### src/rtl/core/sukt_pkg.sv
// ----------------------------------------------------------------------------
// sukt_pkg
// Types and constants shared by the sorted unique key table.
// ----------------------------------------------------------------------------
package sukt_pkg;

    localparam int CAPACITY = 64;
    localparam int ADDR_W   = $clog2(CAPACITY);
    localparam int CNT_W    = $clog2(CAPACITY + 1);
    localparam int CODE_W   = 31;
    localparam int OP_W     = 2;
    localparam int STAT_W   = 3;

    // op codes
    localparam logic [OP_W-1:0] OP_INSERT = 2'd0;
    localparam logic [OP_W-1:0] OP_REMOVE = 2'd1;
    localparam logic [OP_W-1:0] OP_READ   = 2'd2;

    // status codes
    localparam logic [STAT_W-1:0] ST_OK     = 3'd0;
    localparam logic [STAT_W-1:0] ST_DUP    = 3'd1;
    localparam logic [STAT_W-1:0] ST_ABSENT = 3'd2;
    localparam logic [STAT_W-1:0] ST_FULL   = 3'd3;
    localparam logic [STAT_W-1:0] ST_ZERO   = 3'd4;
    localparam logic [STAT_W-1:0] ST_BADIDX = 3'd5;

    typedef struct packed {
        logic [OP_W-1:0]   op;
        logic [CODE_W-1:0] code;
        logic [ADDR_W-1:0] read_index;
    } sukt_req_t;

    typedef struct packed {
        logic [STAT_W-1:0] status;
        logic [ADDR_W-1:0] position;
        logic [CODE_W-1:0] value;
        logic [CNT_W-1:0]  count;
    } sukt_rsp_t;

    // read address source
    typedef enum logic [2:0] {
        RD_IDX    = 3'd0,
        RD_IDX_P1 = 3'd1,
        RD_IDX_M2 = 3'd2,
        RD_IDX_P2 = 3'd3,
        RD_RIDX   = 3'd4,
        RD_CNT_M1 = 3'd5
    } rd_sel_t;

    // position register source
    typedef enum logic [1:0] {
        POS_HOLD = 2'd0,
        POS_IDX  = 2'd1,
        POS_CNT  = 2'd2,
        POS_RIDX = 2'd3
    } pos_sel_t;

    typedef struct packed {
        logic              cap_req;
        logic              idx_clr;
        logic              idx_inc;
        logic              idx_dec;
        logic              idx_from_cnt;
        pos_sel_t          pos_sel;
        rd_sel_t           rd_sel;
        logic              wr_shift;
        logic              wr_code;
        logic              cnt_inc;
        logic              cnt_dec;
        logic              rsp_load;
        logic [STAT_W-1:0] rsp_status;
    } sukt_cmd_t;

    typedef struct packed {
        logic [OP_W-1:0] op;
        logic            code_zero;
        logic            cnt_zero;
        logic            cnt_full;
        logic            ridx_bad;
        logic            key_ge;
        logic            key_eq;
        logic            scan_last;
        logic            up_last;
        logic            dn_last;
    } sukt_sts_t;

endpackage

### src/rtl/core/sukt_ram.sv
// ----------------------------------------------------------------------------
// sukt_ram
// Generic simple dual-port RAM, one write and one registered read port.
// ----------------------------------------------------------------------------
module sukt_ram #(
    parameter int WIDTH = 8,
    parameter int DEPTH = 16
) (
    input  logic                     clk,
    input  logic                     wr_en,
    input  logic [$clog2(DEPTH)-1:0] wr_addr,
    input  logic [WIDTH-1:0]         wr_data,
    input  logic [$clog2(DEPTH)-1:0] rd_addr,
    output logic [WIDTH-1:0]         rd_data
);

    logic [WIDTH-1:0] mem [DEPTH];
    logic [WIDTH-1:0] rd_data_reg;

    always_ff @(posedge clk)
    begin
        if (wr_en)
        begin
            mem[wr_addr] <= wr_data;
        end
        rd_data_reg <= mem[rd_addr];
    end

    assign rd_data = rd_data_reg;

endmodule

### src/rtl/core/sukt_ctrl.sv
// ----------------------------------------------------------------------------
// sukt_ctrl
// Sequencer: scan for the sorted position, shift entries, build the result.
// ----------------------------------------------------------------------------
module sukt_ctrl (
    input  logic               clk,
    input  logic               rst_n,
    input  logic               start,
    output logic               busy,
    input  sukt_pkg::sukt_sts_t sts,
    output sukt_pkg::sukt_cmd_t cmd
);
    import sukt_pkg::*;

    typedef enum logic [6:0] {
        S_IDLE     = 7'b0000001,
        S_DISPATCH = 7'b0000010,
        S_SCAN     = 7'b0000100,
        S_SH_UP    = 7'b0001000,
        S_SH_DN    = 7'b0010000,
        S_PUT      = 7'b0100000,
        S_RD_WAIT  = 7'b1000000
    } state_t;

    state_t state_reg;
    state_t state_next;

    always_ff @(posedge clk or negedge rst_n)
    begin
        if (!rst_n)
        begin
            state_reg <= S_IDLE;
        end
        else
        begin
            state_reg <= state_next;
        end
    end

    assign busy = (state_reg != S_IDLE);

    always_comb
    begin
        state_next     = state_reg;
        cmd            = '0;
        cmd.pos_sel    = POS_HOLD;
        cmd.rd_sel     = RD_IDX;
        cmd.rsp_status = ST_OK;

        case (state_reg)
            S_IDLE:
            begin
                if (start)
                begin
                    cmd.cap_req = 1'b1;
                    cmd.idx_clr = 1'b1;
                    state_next  = S_DISPATCH;
                end
            end

            S_DISPATCH:
            begin
                if (sts.op == OP_INSERT || sts.op == OP_REMOVE)
                begin
                    if (sts.code_zero)
                    begin
                        cmd.rsp_load   = 1'b1;
                        cmd.rsp_status = ST_ZERO;
                        state_next     = S_IDLE;
                    end
                    else if (sts.cnt_zero)
                    begin
                        if (sts.op == OP_INSERT)
                        begin
                            cmd.pos_sel = POS_CNT;
                            state_next  = S_PUT;
                        end
                        else
                        begin
                            cmd.rsp_load   = 1'b1;
                            cmd.rsp_status = ST_ABSENT;
                            state_next     = S_IDLE;
                        end
                    end
                    else
                    begin
                        // index is zero here: fetch the first entry
                        cmd.rd_sel = RD_IDX;
                        state_next = S_SCAN;
                    end
                end
                else if (sts.op == OP_READ && !sts.ridx_bad)
                begin
                    cmd.rd_sel  = RD_RIDX;
                    cmd.pos_sel = POS_RIDX;
                    state_next  = S_RD_WAIT;
                end
                else
                begin
                    cmd.rsp_load   = 1'b1;
                    cmd.rsp_status = ST_BADIDX;
                    state_next     = S_IDLE;
                end
            end

            S_SCAN:
            begin
                cmd.rd_sel = RD_IDX_P1;
                if (sts.key_ge && sts.key_eq && sts.op == OP_INSERT)
                begin
                    cmd.rsp_load   = 1'b1;
                    cmd.rsp_status = ST_DUP;
                    state_next     = S_IDLE;
                end
                else if (sts.key_ge && sts.key_eq)
                begin
                    // remove hit at idx
                    cmd.pos_sel = POS_IDX;
                    if (sts.scan_last)
                    begin
                        cmd.cnt_dec  = 1'b1;
                        cmd.rsp_load = 1'b1;
                        state_next   = S_IDLE;
                    end
                    else
                    begin
                        state_next = S_SH_DN;
                    end
                end
                else if ((sts.key_ge || sts.scan_last) && sts.op == OP_REMOVE)
                begin
                    cmd.rsp_load   = 1'b1;
                    cmd.rsp_status = ST_ABSENT;
                    state_next     = S_IDLE;
                end
                else if (sts.key_ge || sts.scan_last)
                begin
                    if (sts.cnt_full)
                    begin
                        cmd.rsp_load   = 1'b1;
                        cmd.rsp_status = ST_FULL;
                        state_next     = S_IDLE;
                    end
                    else if (sts.key_ge)
                    begin
                        cmd.pos_sel      = POS_IDX;
                        cmd.idx_from_cnt = 1'b1;
                        cmd.rd_sel       = RD_CNT_M1;
                        state_next       = S_SH_UP;
                    end
                    else
                    begin
                        // larger than every entry: append
                        cmd.pos_sel = POS_CNT;
                        state_next  = S_PUT;
                    end
                end
                else
                begin
                    cmd.idx_inc = 1'b1;
                end
            end

            S_SH_UP:
            begin
                cmd.wr_shift = 1'b1;
                cmd.rd_sel   = RD_IDX_M2;
                cmd.idx_dec  = 1'b1;
                if (sts.up_last)
                begin
                    state_next = S_PUT;
                end
            end

            S_PUT:
            begin
                cmd.wr_code  = 1'b1;
                cmd.cnt_inc  = 1'b1;
                cmd.rsp_load = 1'b1;
                state_next   = S_IDLE;
            end

            S_SH_DN:
            begin
                cmd.wr_shift = 1'b1;
                cmd.rd_sel   = RD_IDX_P2;
                cmd.idx_inc  = 1'b1;
                if (sts.dn_last)
                begin
                    cmd.cnt_dec  = 1'b1;
                    cmd.rsp_load = 1'b1;
                    state_next   = S_IDLE;
                end
            end

            S_RD_WAIT:
            begin
                cmd.rsp_load = 1'b1;
                state_next   = S_IDLE;
            end

            default:
            begin
                state_next = S_IDLE;
            end
        endcase
    end

endmodule

### src/rtl/core/sukt_dp.sv
// ----------------------------------------------------------------------------
// sukt_dp
// Datapath: request and count registers, scan pointer, key RAM, result beat.
// ----------------------------------------------------------------------------
module sukt_dp (
    input  logic                clk,
    input  logic                rst_n,
    input  sukt_pkg::sukt_req_t req,
    input  sukt_pkg::sukt_cmd_t cmd,
    output sukt_pkg::sukt_sts_t sts,
    output logic                done,
    output sukt_pkg::sukt_rsp_t rsp
);
    import sukt_pkg::*;

    sukt_req_t         req_reg;
    logic [CNT_W-1:0]  count_reg;
    logic [CNT_W-1:0]  count_next;
    logic [ADDR_W-1:0] idx_reg;
    logic [ADDR_W-1:0] idx_next;
    logic [ADDR_W-1:0] pos_reg;
    logic [ADDR_W-1:0] pos_next;
    logic              done_reg;
    sukt_rsp_t         rsp_reg;
    sukt_rsp_t         rsp_next;

    logic [ADDR_W-1:0] rd_addr;
    logic [CODE_W-1:0] rd_data;
    logic              wr_en;
    logic [ADDR_W-1:0] wr_addr;
    logic [CODE_W-1:0] wr_data;
    logic [CNT_W-1:0]  idx_wide;

    sukt_ram #(
        .WIDTH (CODE_W),
        .DEPTH (CAPACITY)
    ) u_key_ram (
        .clk     (clk),
        .wr_en   (wr_en),
        .wr_addr (wr_addr),
        .wr_data (wr_data),
        .rd_addr (rd_addr),
        .rd_data (rd_data)
    );

    assign idx_wide = {{(CNT_W-ADDR_W){1'b0}}, idx_reg};

    always_comb
    begin
        case (cmd.rd_sel)
            RD_IDX:    rd_addr = idx_reg;
            RD_IDX_P1: rd_addr = idx_reg + ADDR_W'(1);
            RD_IDX_M2: rd_addr = idx_reg - ADDR_W'(2);
            RD_IDX_P2: rd_addr = idx_reg + ADDR_W'(2);
            RD_RIDX:   rd_addr = req_reg.read_index;
            RD_CNT_M1: rd_addr = count_reg[ADDR_W-1:0] - ADDR_W'(1);
            default:   rd_addr = idx_reg;
        endcase
    end

    assign wr_en   = cmd.wr_shift | cmd.wr_code;
    assign wr_addr = cmd.wr_code ? pos_reg : idx_reg;
    assign wr_data = cmd.wr_code ? req_reg.code : rd_data;

    always_comb
    begin
        if (cmd.idx_clr)
        begin
            idx_next = '0;
        end
        else if (cmd.idx_from_cnt)
        begin
            idx_next = count_reg[ADDR_W-1:0];
        end
        else if (cmd.idx_inc)
        begin
            idx_next = idx_reg + ADDR_W'(1);
        end
        else if (cmd.idx_dec)
        begin
            idx_next = idx_reg - ADDR_W'(1);
        end
        else
        begin
            idx_next = idx_reg;
        end
    end

    always_comb
    begin
        case (cmd.pos_sel)
            POS_HOLD: pos_next = pos_reg;
            POS_IDX:  pos_next = idx_reg;
            POS_CNT:  pos_next = count_reg[ADDR_W-1:0];
            POS_RIDX: pos_next = req_reg.read_index;
            default:  pos_next = pos_reg;
        endcase
    end

    always_comb
    begin
        if (cmd.cnt_inc)
        begin
            count_next = count_reg + CNT_W'(1);
        end
        else if (cmd.cnt_dec)
        begin
            count_next = count_reg - CNT_W'(1);
        end
        else
        begin
            count_next = count_reg;
        end
    end

    always_comb
    begin
        rsp_next.status   = cmd.rsp_status;
        rsp_next.position = (cmd.rsp_status == ST_OK) ? pos_next : '0;
        rsp_next.value    = (cmd.rsp_status == ST_OK && req_reg.op == OP_READ) ?
                            rd_data : '0;
        rsp_next.count    = count_next;
    end

    always_ff @(posedge clk or negedge rst_n)
    begin
        if (!rst_n)
        begin
            count_reg <= '0;
            done_reg  <= 1'b0;
        end
        else
        begin
            count_reg <= count_next;
            done_reg  <= cmd.rsp_load;
        end
    end

    always_ff @(posedge clk)
    begin
        if (cmd.cap_req)
        begin
            req_reg <= req;
        end
        if (cmd.rsp_load)
        begin
            rsp_reg <= rsp_next;
        end
        idx_reg <= idx_next;
        pos_reg <= pos_next;
    end

    // status toward the sequencer
    assign sts.op        = req_reg.op;
    assign sts.code_zero = (req_reg.code == '0);
    assign sts.cnt_zero  = (count_reg == '0);
    assign sts.cnt_full  = (count_reg == CNT_W'(CAPACITY));
    assign sts.ridx_bad  = ({{(CNT_W-ADDR_W){1'b0}}, req_reg.read_index} >= count_reg);
    assign sts.key_ge    = (rd_data >= req_reg.code);
    assign sts.key_eq    = (rd_data == req_reg.code);
    assign sts.scan_last = ((idx_wide + CNT_W'(1)) == count_reg);
    assign sts.up_last   = (idx_reg == (pos_reg + ADDR_W'(1)));
    assign sts.dn_last   = ((idx_wide + CNT_W'(2)) == count_reg);

    assign done = done_reg;
    assign rsp  = rsp_reg;

endmodule

### src/rtl/core/sorted_unique_key_table_core.sv
// ----------------------------------------------------------------------------
// sorted_unique_key_table_core
// Sorted table of unique nonzero codes with insert, remove and indexed read.
// ----------------------------------------------------------------------------
// Insert and remove scan the table for the sorted position, then shift
//   entries through the one-read one-write key RAM; read looks up one entry.
// Throughput: one op at a time; a new start is taken in the cycle done pulses.
// Results are a one-cycle done strobe; the receiver cannot stall.
// Reset clears the entry count; RAM contents are left as they are.
// ----------------------------------------------------------------------------
module sorted_unique_key_table_core (
    input  logic                clk,
    input  logic                rst_n,
    input  logic                start,
    output logic                busy,
    input  sukt_pkg::sukt_req_t req,
    output logic                done,
    output sukt_pkg::sukt_rsp_t rsp
);
    import sukt_pkg::*;

    sukt_cmd_t cmd;
    sukt_sts_t sts;

    sukt_ctrl u_ctrl (
        .clk   (clk),
        .rst_n (rst_n),
        .start (start),
        .busy  (busy),
        .sts   (sts),
        .cmd   (cmd)
    );

    sukt_dp u_dp (
        .clk   (clk),
        .rst_n (rst_n),
        .req   (req),
        .cmd   (cmd),
        .sts   (sts),
        .done  (done),
        .rsp   (rsp)
    );

endmodule

### config.mk
export PLATFORM = sky130hd
export DESIGN_NAME = sorted_unique_key_table_core
export DESIGN_NICKNAME = d
export VERILOG_FILES = /design/src/rtl/core/sukt_pkg.sv /design/src/rtl/core/sukt_ram.sv /design/src/rtl/core/sukt_ctrl.sv /design/src/rtl/core/sukt_dp.sv /design/src/rtl/core/sorted_unique_key_table_core.sv
export SDC_FILE = /design/constraint.sdc
export NUM_CORES = 2
export LEC_CHECK = 0
export ABC_AREA = 0
export ABC_CLOCK_PERIOD_IN_PS = 4800
export BUFFER_PORTS_ARGS = -buffer_cell sky130_fd_sc_hd__buf_2
export CELL_PAD_IN_SITES_DETAIL_PLACEMENT = 0
export CELL_PAD_IN_SITES_GLOBAL_PLACEMENT = 1
export CORE_ASPECT_RATIO = 0.75
export CORE_MARGIN = 4
export CORE_UTILIZATION = 45
export CTS_CLUSTER_SIZE = 20
export DETAILED_ROUTE_END_ITERATION = 7
export MAX_ROUTING_LAYER = met4
export PLACE_DENSITY_LB_ADDON = 0.1
export SETUP_SLACK_MARGIN = 0.3
export SYNTH_ARGS = -nofsm -noshare
export SYNTH_HDL_FRONTEND = slang
export SYNTH_SLANG_ARGS = --single-unit
### constraint.sdc
create_clock -name clk -period 4.8 [get_ports clk]
set_input_delay 0.48 -clock clk [delete_from_list [all_inputs] [get_ports clk]]
set_output_delay 0.48 -clock clk [all_outputs]
set_load 0.005 [all_outputs]
# Word-level counts from Yosys, hierarchy flattened
# Memory sizes are Yosys's and may differ from the RTL's. A register that Yosys moved wholly into a read port is not among the register bits.
# Cells that the tools add are included.
[word_totals]
regBits = 113
ram_bits = 1984
n_memories = 1
input_bits = 42
[mem_list]
columns = ["name", "depth", "word_bits", "read_ports", "rd_ports_with_merged_regs", "wr", "line_no", "source"]
rows = [
  ["u_dp.u_key_ram.mem", 64, 31, 1, 1, 1, "sukt_ram.sv:17", "logic [WIDTH-1:0] mem [DEPTH];"],
]
[op_classes]
addsub = 10
magnitude_cmp = 2
muxes = 73
bitwise_logic = 1
n_reduce_logical = 17
eq_ne = 27
[ops]
columns = ["operator", "n"]
rows = [
  ["two-way mux 7 bit", 12],
  ["two-way mux 6 bit", 12],
  ["two-way mux 4 bit", 9],
  ["case mux 7 bit (5 select lines)", 1],
  ["== test 31 bit", 1],
  [">= comparator 31 bit", 1],
  ["logical NOT 31 bit", 1],
  ["two-way mux 31 bit", 1],
  ["case mux 6 bit (5 select lines)", 1],
  ["case mux 6 bit (4 select lines)", 1],
  ["two-way mux 5 bit", 4],
  ["two-way mux 2 bit", 9],
  ["== test 7 bit", 2],
  ["== test 7 bit, second input constant", 2],
  ["two-way mux 1 bit", 14],
  ["adder 6 x 1 -> 6 bit, second input constant", 2],
  ["case mux 3 bit (4 select lines)", 1],
  ["subtractor 6 x 1 -> 6 bit, second input constant", 2],
  ["two-way mux 3 bit", 3],
  ["adder 6 x 1 -> 7 bit, second input constant", 1],
  ["adder 6 x 2 -> 7 bit, second input constant", 1],
  ["adder 7 x 1 -> 7 bit, second input constant", 1],
  ["== test 7 x 1 -> 1 bit, second input constant", 1],
  ["== test 7 x 2 -> 1 bit, second input constant", 1],
  ["31 further kinds", 46],
]

# Longest topological paths before layout
[depth]
depth_word = 10
ltp_mapped = 19
ltp_nobuf = 14

# By module
# Synthesis repeated with hierarchy kept, for this count alone.
[unflattened]
hier_cells = 4088
area_unflattened_um2 = 83410.0
[modules_own_cells]
columns = ["module", "area_per_inst_um2", "cells_per_inst", "n_inst", "seq_area_each_um2"]
rows = [
  ["sukt_ram", 76304.4, 3418, 1, 60197.7],
  ["sukt_dp", 6374.9, 571, 1, 3022.9],
  ["sukt_ctrl", 730.7, 99, 1, 176.4],
]

# Worst setup path after synthesis
# OpenSTA, ideal clock, no wires.
[synth_timing]
path_kind = "reg2reg"
start = "register u_ctrl.state_reg[1]"
end = "memory u_dp.u_key_ram.mem[0][10] (netlist name), data pin"
t_required_ns = 4.098
arrival_ns = 4.172
stages_incl_launch_ff = 6
slack_ns = -0.074
path_cell_list = "dfrtp_1 > nor4_1 > nand3_1 > clkbuf_1 > clkbuf_1 > o21ai_0"
[synth_between]
elab_chain_len = 3
[synth_lines]
columns = ["element", "line_no", "source"]
rows = [
  ["start: declaration", "sukt_ctrl.sv:25", "state_t state_reg;"],
  ["start signal: assignment", "sukt_ctrl.sv:36", "state_reg <= state_next;"],
  ["== test 7 x 6 -> 1 bit", "sukt_ctrl.sv:50", "case (state_reg)"],
  ["two-way mux 2 bit", "sukt_ctrl.sv:50", ""],
  ["two-way mux 31 bit", "sukt_dp.sv:63", "assign wr_data = cmd.wr_code ? req_reg.code : rd_data;"],
  ["via u_dp.u_key_ram.wr_data[10]", "sukt_ram.sv:12", "input logic [WIDTH-1:0] wr_data,"],
  ["end: declaration", "sukt_ram.sv:17", ""],
]
# The timed path passes the listed nets, and every way through them passes these cells.

# Final worst setup path
[layout_timing]
start = "register u_dp.u_key_ram.rd_data_reg[26] (netlist: u_dp.u_key_ram.rd_data[26]), read port of u_dp.u_key_ram.mem"
end = "register u_dp.u_key_ram.rd_data_reg[22] (netlist: u_dp.u_key_ram.rd_data[22]), read port of u_dp.u_key_ram.mem"
[layout_between]
elab_chain_len = 10
word_cells_on_any_way = 19
[layout_lines]
columns = ["element", "line_no", "source"]
rows = [
  ["start: declaration", "sukt_ram.sv:18", "logic [WIDTH-1:0] rd_data_reg;"],
  [">= comparator 31 bit", "sukt_dp.sv:159", "assign sts.key_ge = (rd_data >= req_reg.code);"],
  ["two-way mux 3 bit", "sukt_ctrl.sv:144", "else if (sts.key_ge)"],
  ["two-way mux 6 bit", "sukt_ctrl.sv:138", "if (sts.cnt_full)"],
  ["two-way mux 6 bit", "sukt_ctrl.sv:136", "else if (sts.key_ge || sts.scan_last)"],
  ["two-way mux 6 bit", "sukt_ctrl.sv:130", "else if ((sts.key_ge || sts.scan_last) && sts.op == OP_REMOVE)"],
  ["two-way mux 3 bit", "sukt_ctrl.sv:115", "else if (sts.key_ge && sts.key_eq)"],
  ["two-way mux 6 bit (*)", "sukt_ctrl.sv:109", "if (sts.key_ge && sts.key_eq && sts.op == OP_INSERT)"],
  ["case mux 3 bit (4 select lines) (*)", "sukt_ctrl.sv:50", ""],
  ["== test 3 bit (tied with other cells)", "sukt_dp.sv:50", "case (cmd.rd_sel)"],
  ["case mux 6 bit (5 select lines) (*)", "sukt_dp.sv:50", ""],
]
# Every way passes the cells marked *; elsewhere a longest branch is shown, timed or not.
# A chain may end at the register's enable or synchronous reset.

==> flow_summary_export.csv <==
group,metric,value,unit
synthesis,syn-instance-count,5419,
floorplan,rows,137,
global_routing,grt_usage,28.5,%
power,ir_worst_vdd,0.000349,V
timing,clock.fmax,0.215,GHz
layout,drive_above_1_share,23.4,%
synthesis,ys_seq_elements,2128,
clock_tree,cts-buffers-inserted,202,
floorplan,initial_utilization,45.3,%
clock_tree,cts.reportedPaths.clkPinSlew,60,ps
power,p_per_area,433,mW/mm^2
synthesis,yosysTopAreaCellShare,73.7,%
clock_tree,clock_sinks,2128,
flow_run,max_cap_viol_count,0,
synthesis,synth.area.mux_share,7.70,%
routing,wire_per_inst,31.3,um
synthesis,yosysWarnings,0,
layout,multi_input_comb_area,0.0211,mm^2
timing,tns,0,ps
worst_setup_path,worstPathRequired,5490,ps
layout,design_area,0.102,mm^2
floorplan,die_y,383,um
synthesis,synthArstFlopShare,0.705,%
status,status,"completed",
routing,ant_nets,0,
routing,drcViolationCount,0,
timing,setup_violations,0,
global_routing,grt_overflow,0,
routing,drtIter0Drc,6625,
placed_design,placed_cell_area,0.0934,mm^2
synthesis,synth-edff-count,2070,
worst_setup_path,slowest_stage,"or4_4",
worst_setup_path,r2r_start,"u_dp.u_key_ram.rd_data[26]$_DFF_P_",
clock_tree,cts_root_buf,"clkbuf_16",
floorplan,die_w,508,um
clock_tree,clock_latency,830,ps
timing,rsz0062_at_grt,"true",
worst_setup_path,end_kind,"register",
timing,fin_skew,28.1,ps
timing,finalHoldWorstSlack,132,ps
clock_tree,cts_tree,"done",
worst_setup_path,cp_max_fo,9,
worst_setup_path,path_cells,"buf_12, ha_4, nand4_1, buf_4, nor4_2, buf_4, a211oi_2, a21boi_4, o41ai_2, buf_4, a211o_4, buf_12, buf_12, buf_6, mux4_2, a22oi_2, buf_4, a21oi_2, buf_4, or4_4",
worst_setup_path,cpPeakStageDelay,520,ps
synthesis,synthesis.area,0.0843,mm^2
layout,seqCellArea,0.0634,mm^2
timing,period_share,96.8,%
worst_setup_path,arrival,5330,ps
floorplan,ios,91,
synthesis,yosys.area_share.simple,10.3,%
synthesis,yosys-top-cells-count,"edfxtp_1, nand2_1, nand3_1, mux2i_1, clkbuf_1",
routing,via_count,51700,
floorplan,die_area,0.194,mm^2
timing,min_period,4650,ps
synthesis,synth_top_area_cell,"edfxtp_1",
timing,maxSlewHeadroom,3.25,%
layout,largest_reg_flops,1984,
synthesis,synth_top_family_by_area,"simple AND/OR/NAND/NOR gates",
placed_design,dp_hpwl,165,mm
global_routing,grt_max_degree,67,
timing,hold_violations,0,
placed_design,numPortBuffers,90,
synthesis,synth_fa_ha_area_share,0.736,%
clock_tree,htreeDepth,4,
timing,slew_viol_final,0,
synthesis,ys_seq_area_share,75.2,%
synthesis,synthTopCellsByArea,"edfxtp_1, mux4_2, nand2_1, nand3_1, mux2i_1",
synthesis,synth-main-ff-cell,"edfxtp_1",
synthesis,avgSynthCellArea,15.6,um^2
synthesis,synth_most_common_cell,"edfxtp_1",
layout,layout.nets,6143,
synthesis,syn_nets,5510,
synthesis,synth-xor-area-share,0.416,%
routing,wl,274,mm
global_routing,first_global_vias,49200,
worst_setup_path,crit_type,"register to register",
floorplan,core-area,0.186,mm^2
worst_setup_path,r2r_setup_slack,150,ps
global_routing,grt_pass1_wl,382,mm
layout,syn2layout_area_growth,20.8,%
routing,first_pass_iters,6,
synthesis,synth_cell_types,85,
clock_tree,clockBufferDepth,3,
timing,worst_pin_slew,1450,ps
worst_setup_path,start_kind,"register",
synthesis,synth_compound_area_share,3.82,%
worst_setup_path,reg2regPathDepth,20,
placed_design,gp_congestion,0.873,
min_path,hp-class,"input pin to async pin",
worst_setup_path,crit_top_cell,"buf_4",
routing,viasPerCell,5.91,
worst_setup_path,reg2reg_to,"u_dp.u_key_ram.rd_data[22]$_DFF_P_",
power,leakage,34.1,nW
layout,num-fill-cells,15000,
global_routing,antenna_found_initial,22,
worst max-delay path, delay by kind of cell, from the launching register on:
family / cells / cell delay (ps)
muxes: 1 / 320
DFF: 1 / 400
buffers and inverters: 9 / 1600
and+or+nand+nor: 3 / 930
adders and majority gates: 1 / 260
AOI/OAI and AO/OA: 6 / 920
placed cells by master, fill, tap and decap left out, types with 25 or more instances in the layout:
master         count
nand3_1          554
inv_1             45
nor3_1            25
buf_2             90
o21ai_4           31
clkinv_1          46
a22oi_2           57
mux2i_1          231
nand2_1         1002
mux4_2           181
clkbuf_1          53
dlygate4sd3_1     41
a22oi_1           63
nor2_1            65
edfxtp_1        2070
ha_1              40
and2_1            32
a32oi_1           35
nor2_4            69
buf_12           128
xnor2_1           30
clkinv_2          40
or4_1             25
a21oi_1           85
clkbuf_16        212
nand4_1           74
dfxtp_1           33
buf_6             26
buf_4            436
o21ai_0           37
cell type report:
| class | instances | area share, % |
|---|---|---|
| diodes | 24 | 0.0590 |
| clock buffers | 265 | 5.34 |
| clock inverters | 110 | 0.794 |
| inverters | 50 | 0.184 |
| multi-input cells | 2921 | 20.7 |
| flip-flops and latches | 2128 | 62.3 |
| well taps | 2502 | 3.07 |
| repair buffers | 749 | 7.57 |
what timing repair did:
action                     CTS  global route
hold buffers                41             0
hold endpoints to repair    55             0
setup endpoints to repair   31            31
buffers inserted            27            15
pin swaps                   42            39
cloned                       6             7
resized for setup          149            76
kinds of logic (layout without fill, tap and decap cells):
group	after synthesis	count (layout)
fa+ha+maj	49	49
flops	2128	2128
compound gates	474	474
mux	422	422
simple gates	1936	1936
other cells	0	24
buf+inv	370	1174
xor+xnor	40	40
power breakdown:
part	internal, mW	switching (mW)	leakage (nW)	total (mW)
Combinational	1.93	4.37	11.9	6.31
Sequential	22.1	0.289	19.2	22.4
Clock	8.44	6.94	3.06	15.4
stage by stage:
stage               cells  setup slack, ps  power, mW  utilization, %
global placement     8253             -556       28.6            50.1
CTS                  8702              224       44.2            54.3
floorplan            5419            -73.7       25.5               -
finish               8749              154       44.1            54.7
global route         8743             16.8       45.5            54.7
detailed placement   8253             -554       28.7            50.1
routing by layer:
metal | GRT usage, % | wire, um | vias up
met2 | 41.5 | 123000 | 2202
met4 | 6.32 | 6080 | 0
met5 | - | 0 | -
met3 | 5.24 | 23600 | 327
li1 | - | - | 22200
met1 | 42.2 | 121000 | 27000
worst max path at each step:
stage | startpoint | endpoint | cells after the start
after floorplan | u_ctrl.state_reg[1]$_DFFE_PN0P_ | u_dp.u_key_ram.mem[0][10]$_DFFE_PP_ | 5
after global placement | u_dp.u_key_ram.rd_data[26]$_DFF_P_ | u_dp.u_key_ram.rd_data[0]$_DFF_P_ | 18
after detailed placement | u_dp.u_key_ram.rd_data[26]$_DFF_P_ | u_dp.u_key_ram.rd_data[0]$_DFF_P_ | 18
after CTS | u_dp.u_key_ram.rd_data[26]$_DFF_P_ | u_dp.u_key_ram.rd_data[12]$_DFF_P_ | 19
after global routing | u_dp.u_key_ram.rd_data[30]$_DFF_P_ | u_dp.u_key_ram.rd_data[7]$_DFF_P_ | 19
final | u_dp.u_key_ram.rd_data[26]$_DFF_P_ | u_dp.u_key_ram.rd_data[22]$_DFF_P_ | 20
Note: power is estimated with default switching activity, not from simulation.
